`src/hdl/mbhp_pkg.sv`:
```
package mbhp_pkg;

  // Parsing phase of the box stream.
  typedef enum logic [2:0] {
    PH_COMPACT  = 3'd0,
    PH_EXTENDED = 3'd1,
    PH_TYPE     = 3'd2,
    PH_DATA     = 3'd3,
    PH_ERROR    = 3'd4
  } phase_e;

  // Event code reported with every result item.
  typedef enum logic [2:0] {
    EV_HEADER  = 3'd0,
    EV_START   = 3'd1,
    EV_EMPTY   = 3'd2,
    EV_PAYLOAD = 3'd3,
    EV_LAST    = 3'd4,
    EV_ERROR   = 3'd5
  } event_e;

  localparam int unsigned ByteW     = 8;
  localparam int unsigned TypeW     = 32;
  localparam int unsigned SizeW     = 64;
  localparam int unsigned CountW    = 4;

  // Field lengths in bytes.
  localparam logic [CountW-1:0] CompactLen  = 4'd4;
  localparam logic [CountW-1:0] ExtendedLen = 4'd8;
  localparam logic [CountW-1:0] TypeLen     = 4'd4;

  // Header lengths in bytes for the compact and the extended size form.
  localparam logic [SizeW-1:0] CompactHdr  = 64'd8;
  localparam logic [SizeW-1:0] ExtendedHdr = 64'd16;

  // Special size codes.
  localparam logic [31:0] SizeToEnd   = 32'd0;
  localparam logic [31:0] SizeExtends = 32'd1;

endpackage

```
`src/hdl/media_box_header_parser_unit.sv`:
```
// Box header parser for a byte stream of ISO base media boxes.
// Input channel: one stream byte per item on stream_byte_i, qualified by
// in_valid_i; the block drives in_stall_o. Output channel: one result item
// per input item (event code, box type, box size and payload byte),
// qualified by out_valid_o; the receiver drives out_stall_i. An item moves
// on an edge where valid is high and stall is low.
//
// The result of a byte is presented in the cycle after the byte is taken.
// Throughput is one byte per cycle unless the receiver stalls. The parser
// state is updated in the same cycle that a byte is taken, so the next
// byte can follow at once; the limit is the 64-bit payload countdown and
// its zero compare, which sit between the state registers.
//
// The output register holds a finished result until the receiver takes it.
// While it is full and the receiver stalls, in_stall_o is raised; a new
// byte is taken in the same cycle that the waiting result leaves.
//
// Reset clears the parser state: the parser waits for a compact size, the box
// type and size read zero, and no result is pending. An invalid size puts
// the parser in a sticky error phase that only reset leaves.
module media_box_header_parser_unit
  import mbhp_pkg::*;
(
  input  logic             clk_i,
  input  logic             rst_ni,
  input  logic             in_valid_i,
  output logic             in_stall_o,
  input  logic [ByteW-1:0] stream_byte_i,
  output logic             out_valid_o,
  input  logic             out_stall_i,
  output logic [2:0]       event_res_o,
  output logic [TypeW-1:0] box_type_o,
  output logic [SizeW-1:0] box_size_o,
  output logic [ByteW-1:0] payload_byte_o
);

  // Parser state.
  phase_e              phase_q, phase_d;
  logic [SizeW-1:0]    acc_q, acc_d;
  logic [CountW-1:0]   cnt_q, cnt_d;
  logic [SizeW-1:0]    size_q, size_d;
  logic [SizeW-1:0]    left_q, left_d;
  logic [TypeW-1:0]    type_q, type_d;

  // Output register. Box type and size are taken straight from the state,
  // which only changes when a byte is taken and the output is reloaded.
  logic                out_valid_q, out_valid_d;
  event_e              event_q, event_d;
  logic [ByteW-1:0]    pay_q, pay_d;

  logic                in_fire;

  // Shared datapath terms.
  logic [SizeW-1:0]    acc_shift;
  logic [CountW-1:0]   cnt_inc;
  logic [31:0]         compact_v;
  logic [SizeW-1:0]    left_dec;
  logic                done4;
  logic                done8;

  assign in_stall_o = out_valid_q && out_stall_i;
  assign in_fire    = in_valid_i && !in_stall_o;

  assign acc_shift  = {acc_q[SizeW-ByteW-1:0], stream_byte_i};
  assign cnt_inc    = cnt_q + 4'd1;
  assign compact_v  = acc_shift[31:0];
  assign left_dec   = left_q - 64'd1;
  assign done4      = (cnt_inc >= CompactLen);
  assign done8      = (cnt_inc >= ExtendedLen);

  // Next state of the parser.
  always_comb begin
    phase_d = phase_q;
    acc_d   = acc_q;
    cnt_d   = cnt_q;
    size_d  = size_q;
    left_d  = left_q;
    type_d  = type_q;
    case (phase_q)
      PH_COMPACT: begin
        acc_d = acc_shift;
        cnt_d = cnt_inc;
        if (done4) begin
          acc_d = '0;
          cnt_d = '0;
          if (compact_v == SizeExtends) begin
            phase_d = PH_EXTENDED;
          end else if (compact_v == SizeToEnd) begin
            size_d  = '0;
            left_d  = '0;
            phase_d = PH_TYPE;
          end else if ({32'd0, compact_v} >= CompactHdr) begin
            size_d  = {32'd0, compact_v};
            left_d  = {32'd0, compact_v} - CompactHdr;
            phase_d = PH_TYPE;
          end else begin
            size_d  = {32'd0, compact_v};
            phase_d = PH_ERROR;
          end
        end
      end
      PH_EXTENDED: begin
        acc_d = acc_shift;
        cnt_d = cnt_inc;
        if (done8) begin
          acc_d  = '0;
          cnt_d  = '0;
          size_d = acc_shift;
          if (acc_shift == '0) begin
            left_d  = '0;
            phase_d = PH_TYPE;
          end else if (acc_shift >= ExtendedHdr) begin
            left_d  = acc_shift - ExtendedHdr;
            phase_d = PH_TYPE;
          end else begin
            phase_d = PH_ERROR;
          end
        end
      end
      PH_TYPE: begin
        acc_d = acc_shift;
        cnt_d = cnt_inc;
        if (done4) begin
          acc_d  = '0;
          cnt_d  = '0;
          type_d = acc_shift[TypeW-1:0];
          if (size_q == '0 || left_q != '0) begin
            phase_d = PH_DATA;
          end else begin
            phase_d = PH_COMPACT;
          end
        end
      end
      PH_DATA: begin
        if (size_q != '0) begin
          left_d = left_dec;
          if (left_dec == '0) begin
            phase_d = PH_COMPACT;
          end
        end
      end
      default: begin
        phase_d = PH_ERROR;
      end
    endcase
  end

  // Event code and payload byte for the byte being taken.
  always_comb begin
    event_d = EV_HEADER;
    pay_d   = '0;
    case (phase_q)
      PH_COMPACT: begin
        if (done4 && compact_v != SizeExtends && compact_v != SizeToEnd &&
            {32'd0, compact_v} < CompactHdr) begin
          event_d = EV_ERROR;
        end
      end
      PH_EXTENDED: begin
        if (done8 && acc_shift != '0 && acc_shift < ExtendedHdr) begin
          event_d = EV_ERROR;
        end
      end
      PH_TYPE: begin
        if (done4) begin
          event_d = (size_q == '0 || left_q != '0) ? EV_START : EV_EMPTY;
        end
      end
      PH_DATA: begin
        pay_d   = stream_byte_i;
        event_d = (size_q != '0 && left_dec == '0) ? EV_LAST : EV_PAYLOAD;
      end
      default: begin
        event_d = EV_ERROR;
      end
    endcase
  end

  // A result stays until taken; a new one enters whenever a byte is taken.
  assign out_valid_d = in_fire || (out_valid_q && out_stall_i);

  always_ff @(posedge clk_i or negedge rst_ni) begin
    if (!rst_ni) begin
      phase_q     <= PH_COMPACT;
      acc_q       <= '0;
      cnt_q       <= '0;
      size_q      <= '0;
      left_q      <= '0;
      type_q      <= '0;
      out_valid_q <= 1'b0;
    end else begin
      out_valid_q <= out_valid_d;
      if (in_fire) begin
        phase_q <= phase_d;
        acc_q   <= acc_d;
        cnt_q   <= cnt_d;
        size_q  <= size_d;
        left_q  <= left_d;
        type_q  <= type_d;
      end
    end
  end

  always_ff @(posedge clk_i) begin
    if (in_fire) begin
      event_q <= event_d;
      pay_q   <= pay_d;
    end
  end

  assign out_valid_o    = out_valid_q;
  assign event_res_o    = event_q;
  assign box_type_o     = type_q;
  assign box_size_o     = size_q;
  assign payload_byte_o = pay_q;

  // The error phase is sticky.
  a_error_sticky: assert property (@(posedge clk_i) disable iff (!rst_ni)
    phase_q == PH_ERROR |=> phase_q == PH_ERROR)
    else $error("parser left the error phase");

  // A reported error always leaves the parser in the error phase.
  a_error_phase: assert property (@(posedge clk_i) disable iff (!rst_ni)
    out_valid_q && event_q == EV_ERROR |-> phase_q == PH_ERROR)
    else $error("error reported outside the error phase");

  // After the last payload byte the parser waits for the next size.
  a_last_done: assert property (@(posedge clk_i) disable iff (!rst_ni)
    out_valid_q && event_q == EV_LAST |-> phase_q == PH_COMPACT && left_q == '0)
    else $error("last payload byte without end of box");

  // A header field never holds more bytes than the extended size.
  a_count_range: assert property (@(posedge clk_i) disable iff (!rst_ni)
    cnt_q < ExtendedLen)
    else $error("field byte count out of range");

  // A payload countdown only runs inside a sized box.
  a_left_sized: assert property (@(posedge clk_i) disable iff (!rst_ni)
    left_q != '0 |-> size_q != '0)
    else $error("payload count without a box size");

endmodule

```
`config.mk`:
```
export PLATFORM = sky130hd
export DESIGN_NAME = media_box_header_parser_unit
export DESIGN_NICKNAME = d
export VERILOG_FILES = /design/src/hdl/mbhp_pkg.sv /design/src/hdl/media_box_header_parser_unit.sv
export SDC_FILE = /design/constraint.sdc
export NUM_CORES = 1
export LEC_CHECK = 0
export ABC_AREA = 0
export BUFFER_PORTS_ARGS = -buffer_cell sky130_fd_sc_hd__buf_2
export CORE_MARGIN = 3
export CORE_UTILIZATION = 55
export CTS_CLUSTER_SIZE = 10
export DETAILED_ROUTE_END_ITERATION = 8
export MAX_ROUTING_LAYER = met4
export PLACE_DENSITY = 0.75
export SYNTH_ARGS = -nofsm -noshare
export SYNTH_HDL_FRONTEND = slang
export SYNTH_SLANG_ARGS = --single-unit
```
`constraint.sdc`:
```
create_clock -name clk_i -period 7 [get_ports clk_i]
set_input_delay 0.35 -clock clk_i [delete_from_list [all_inputs] [get_ports clk_i]]
set_output_delay 0.35 -clock clk_i [all_outputs]
set_load 0.05 [all_outputs]
```
## Yosys cells after proc, flatten, opt, wreduce, memory -nomap -nowiden

Index checks and enable logic that the tools add are counted.

- Register bits after elaboration: 235
- Input port bits: 12
- Output and inout bits: 109
- Logic and storage cells: 99

- Add/subtract/negate cells: 4
- Order comparisons: 6
- Equality and inequality tests: 13
- Mux-type cells: 38
- Reduce and logical (&&, ||, !) cells: 29

Operators by type and width:

| kind | number |
|---|---|
| two-way mux 64 bit | 11 |
| logical NOT 64 bit | 3 |
| case mux 64 bit (3 select lines) | 1 |
| nonzero test 64 bit | 3 |
| case mux 64 bit (2 select lines) | 1 |
| two-way mux 56 bit | 2 |
| case mux 56 bit (2 select lines) | 1 |
| >= comparator 64 x 5 -> 1 bit, second input constant | 1 |
| < comparator 64 x 5 -> 1 bit, second input constant | 1 |
| subtractor 64 x 1 -> 64 bit, second input constant | 1 |
| subtractor 64 x 5 -> 64 bit, second input constant | 1 |
| two-way mux 3 bit | 13 |
| subtractor 32 x 4 -> 33 bit, second input constant | 1 |
| == test 32 x 1 -> 1 bit, second input constant | 1 |
| >= comparator 32 x 4 -> 1 bit, second input constant | 1 |
| logical NOT 32 bit | 1 |
| < comparator 32 x 4 -> 1 bit, second input constant | 1 |
| two-way mux 32 bit | 1 |
| != test 32 x 1 -> 1 bit, second input constant | 1 |
| nonzero test 32 bit | 1 |
| case mux 3 bit (4 select lines) | 2 |
| != test 2 bit, second input constant | 6 |
| logical AND 1 bit | 8 |
| two-way mux 4 bit | 2 |
| 19 further kinds | 25 |

## Depth between registers and ports, before layout

- Word-level depth: 7
- Mapped depth: 14
- Mapped depth without buffers: 10

## Worst setup path after synthesis

No wires, ideal clock.

- Path kind: reg-to-reg
- Start point: reg left_q[30]
- End point: reg event_q[0], in the netlist event_res_o[0] (data pin)
- Setup time: 0.269 ns
- Data arrival time: 3.225 ns
- Required time: 6.731 ns
- Path slack: 3.506 ns
- Stages on the path, launching flop included: 11
- Path buffers: 2
- Period minus slack after synthesis: 3.494 ns
- Cell sequence: dfrtp_1 > or4_1 > buf_2 > or4_4 > clkbuf_1 > nor4_1 > xor2_1 > or4_1 > nor4_1 > and3_2 > o21ai_0

- Word-level cells in the longest chain between the ends: 5
- Elaborated cells between the ends (all ways): 9
- Classes of those cells: add/sub: 1; mux: 4; reduce/logical: 4

Ends and longest elaborated chain:

| element | RTL line | RTL |
|---|---|---|
| start: declaration | media_box_header_parser_unit.sv:42 | `logic [SizeW-1:0] left_q, left_d;` |
| start signal: assignment | media_box_header_parser_unit.sv:198 | `left_q <= left_d;` |
| subtractor 64 x 1 -> 64 bit or nonzero test 64 bit (tied branches) | media_box_header_parser_unit.sv:67, media_box_header_parser_unit.sv:166 |  |
| logical NOT 64 bit or logical OR 1 bit (tied branches) | media_box_header_parser_unit.sv:171, media_box_header_parser_unit.sv:166 |  |
| logical AND 1 bit or two-way mux 2 bit (tied branches) | media_box_header_parser_unit.sv:171, media_box_header_parser_unit.sv:166 |  |
| two-way mux 3 bit or two-way mux 2 bit (tied branches) | media_box_header_parser_unit.sv:171, media_box_header_parser_unit.sv:165 |  |
| case mux 3 bit (4 select lines) * | media_box_header_parser_unit.sv:152 | `case (phase_q)` |
| named net event_d[0] | media_box_header_parser_unit.sv:48 | `event_e event_q, event_d;` |
| end signal: assignment | media_box_header_parser_unit.sv:206 | `event_q <= event_d;` |
| end: declaration | media_box_header_parser_unit.sv:48 |  |

Mark *: on every way through the listed nets, which the timed path passes. The rest lies on a longest branch.
A chain may end at the register's enable or synchronous reset.

## Final worst setup path

- Start point: reg left_q[8]
- End point: reg event_q[0], in the netlist event_res_o[0] (data pin)

Same word-level chain as after synthesis.

==> summary.md <==
| Metric | Value |
|---|---|
| Syn. warnings | 0 |
| Distinct cell type count after synthesis | 70 |
| Wire length of the first global-routing pass | 71.48 mm |
| Post-Layout Cell Count | 1,924 |
| RSZ-0062 raised after global routing | false |
| Post-Route Skew | 0.03620 ns |
| Cell chosen for the clock root | clkbuf_16 |
| Leak | 6.820 nW |
| Setup TNS | 0 ns |
| Overall routing resource usage | 35.43% |
| Worst setup SP type | register |
| Most repeated cell in the gate-level netlist after synthesis | nand2_1 |
| Antenna diode count | 0 |
| Worst-Skew Late Latency | 0.58 ns |
| Total via count in the routed design | 12,790 |
| Maximum level of the CTS H-tree | 1 |
| Die span in y | 162.8 um |
| Number of placed instances, taps included | 1,880 |
| Delay of the slowest critical-path stage | 0.86 ns |
| Number of nets in the finished design | 1,614 |
| Growth of design area from synthesis to finish | 11.40% |
| Top cells by instance count after synthesis | nand2_1, dfrtp_1, o21ai_0, clkbuf_1, nor2_1 |
| List of cells traversed by the critical path | nor4_1 -> nand4_1 -> nor4_1 -> xor2_1 -> or4_1 -> nor4_1 -> and3_2 -> o21ai_0 |
| Slowest CP cell | nor4_1 |
| Final-report max-slew violation count | 0 |
| Achievable clock frequency | 226.3 MHz |
| Clock transition at path regs | 0.06 ns |
| Share of layout cells above drive strength 1 | 14.58% |
| Capturing element type of the critical path | register |
| Final cycle utilization of the critical path | 63.14% |
| Final critical path time including I/O delays and setup | 4.420 ns |
| Share of flip-flops with an asynchronous set or reset after synthesis | 95.32% |
| DRC violation count after routing | 0 |
| Launch point of the critical path | left_q[8] |
| Leading register cell type out of synthesis | dfrtp_1 |
| Antenna violations before repair | 0 |
| Largest driver fanout on the critical path | 17 |
| FILL cells | 2,041 |
| PortBufs | 120 |
| Crit Path Category | register to register |
| Final global-route overflow total | 0 |
| Data arrival, critical path | 4.70 ns |
| Initial standard-cell utilization of the core | 56.77% |
| Antenna-violating nets left | 0 |
| DIE AREA | 0.02651 sq mm |
| Peak VDD IR | 0.4338 mV |
| Number of synthesized flops with an enable pin | 11 |
| Via count of the first global-routing pass | 11,900 |
| Synthesized cell area | 0.01352 sq mm |
| Drt pass-1 iters | 5 |
| Critical register-to-register path startpoint | left_q[8] |
| Final weighted congestion in routability-driven placement | 1.053 |
| Largest net degree at the start of global routing | 100 |
| Sequential cell area fraction in the yosys report | 43.89% |
| Total of flip-flops plus latches after synthesis | 235 |
| Floorplan row count | 56 |
| Share of the synthesized area in the top cell type | 41.45% |
| Slew of the pin with the lowest slew margin | 1.226 ns |
| Hold path startpoint | out_stall_i |
| Number of clock buffers inserted by TritonCTS | 29 |
| Required arrival time at the worst endpoint | 7.28 ns |
| Max-Slew Margin vs Limit | 17.54% |
| Via-to-Cell Ratio | 6.647 |
| Syn_nets | 1,579 |
| Final-report setup violation count | 0 |
| Post_cts resized | 0 |
| Std-Cell Core Area | 0.02382 sq mm |
| HPWL after detailed placement | 31.98 mm |
| Number of maximum-capacitance violations | 0 |
| Syn Inst Count | 1,559 |
| Hold Crit Class | input pin to register |
| Die Span X | 162.8 um |
| Number of top-level design ports | 121 |
| First DRT Iteration DRCs | 1,559 |
| Buffer levels on the longest clock path | 3 |
| Most frequent CP cell | nor4_1 |
| Largest area contributor in the synthesized netlist | dfrtp_1 |
| Routed WL | 46.02 mm |
| TritonCTS clock tree | done |
| Dominant cells by area after synthesis | dfrtp_1, nand2_1, o21ai_0 |
| Number of hold violations in the final report | 0 |
| Power density of the placed cells | 524.7 mW/mm^2 |
| Average wire length per cell after detail routing | 23.92 um |
| Syn_area_per_cell | 8.675 sq um |
| Outcome | complete, no violations |
| # clock sinks | 235 |
sequential cells by signal (all words and copies together) (netlist names):
name	flops
event_res_o	3
box_size_o	64
phase_q	3
acc_q	56
payload_byte_o	8
out_valid_o	1
box_type_o	32
cnt_q	4
left_q	64
routing by layer:
layer | vias up | share of wire (%) | wire length (um) | GRT usage (%)
li1 | 5766 | - | - | -
met1 | 6242 | 44 | 20230 | 52.35
met2 | 699 | 44 | 20230 | 51.88
met3 | 81 | 9.3 | 4296 | 5.086
met4 | 0 | 2.8 | 1273 | 8.689
met5 | - | 0 | 0 | -
critical path, delay by kind of cell (launching register included):
kind             cells  cell delay [ns]
XOR/XNOR             1             0.17
AO/OA/AOI/OAI        1             0.09
flip-flops           1             0.46
AND/OR/NAND/NOR      6             3.40
power breakdown:
group	leakage, nW	total (mW)	internal (mW)	switching [mW]
combinational	3.33	3.81	1.18	2.63
sequential	3.08	2.70	1.86	0.838
clock	0.417	1.39	0.815	0.578
total	6.82	7.90	3.86	4.05
layout make-up:
class | count | area (sq um) | area share (%)
tap | 319 | 399.1 | 2.649
sequential | 235 | 5936 | 39.40
inverter | 16 | 60.06 | 0.3986
clock buffer | 37 | 785.8 | 5.216
timing repair buffer | 138 | 750.7 | 4.983
multi-input combinational | 1174 | 7067 | 46.91
clock inverter | 5 | 67.56 | 0.4485
kinds of logic (layout without fill, tap and decap cells):
| kind of cell | after synthesis | count (layout) | share of synthesized area (%) |
|---|---|---|---|
| simple gates | 697 | 697 | 25.55 |
| compound gates | 351 | 351 | 17.35 |
| flops | 235 | 235 | 43.89 |
| buf+inv | 150 | 196 | 4.246 |
| xor+xnor | 85 | 85 | 5.505 |
| mux | 33 | 33 | 2.720 |
| fa+ha+maj | 8 | 8 | 0.7402 |
cell usage in the layout, fill, tap and decap left out, drive strengths merged, types with 6 or more instances in the layout:
| cell | n |
|---|---|
| nor3 | 61 |
| a221oi | 14 |
| nand2b | 8 |
| nand4 | 36 |
| nand3 | 57 |
| dfrtp | 224 |
| or3 | 18 |
| and2 | 7 |
| ha | 8 |
| nor3b | 7 |
| a22oi | 6 |
| o21ai | 126 |
| o221ai | 6 |
| inv | 17 |
| o31ai | 11 |
| buf | 136 |
| nor4 | 82 |
| a21oi | 48 |
| or2 | 12 |
| edfxtp | 11 |
| a211oi | 11 |
| xnor2 | 46 |
| nand2 | 242 |
| clkbuf | 37 |
| or4 | 22 |
| nor2 | 110 |
| mux2 | 30 |
| and4 | 6 |
| and3 | 11 |
| xor2 | 39 |
| o22ai | 14 |
| a22o | 65 |
what timing repair did:
action	CTS	global route
endpoints found under the hold margin	76	0
buffers inserted	0	0
hold buffers	2	0
worst paths after layout:
| kind | endpoint | slack, ns | depth (start not counted) |
|---|---|---|---|
| min in group asynchronous | left_q[0] | 0.37 | 2 |
| setup reg to reg | event_res_o[0] | 2.58 | 8 |
| setup / recovery | event_res_o[0] | 2.58 | 8 |
| hold reg to reg | box_type_o[5] | 0.48 | 2 |
| hold / removal | out_valid_o | 0.03 | 3 |
| max in group asynchronous | acc_q[53] | 5.16 | 3 |
stage by stage:
stage / cell area, sq um / utilization [%] / hold slack [ns] / power, mW / worst slack (ns)
after global routing: 15070 / 63.24 / 0.04226 / 8.322 / 2.298
after detailed placement: 14190 / 59.57 / 0.3888 / 6.402 / 2.700
final: 15070 / 63.24 / 0.03495 / 7.904 / 2.580
after floorplan: 13520 / - / 0.05441 / 5.232 / 3.506
after global placement: 14190 / 59.57 / 0.3915 / 6.364 / 2.842
after CTS: 15070 / 63.24 / 0.01429 / 7.816 / 2.737
No activity file was read; power rests on OpenSTA's default activity.
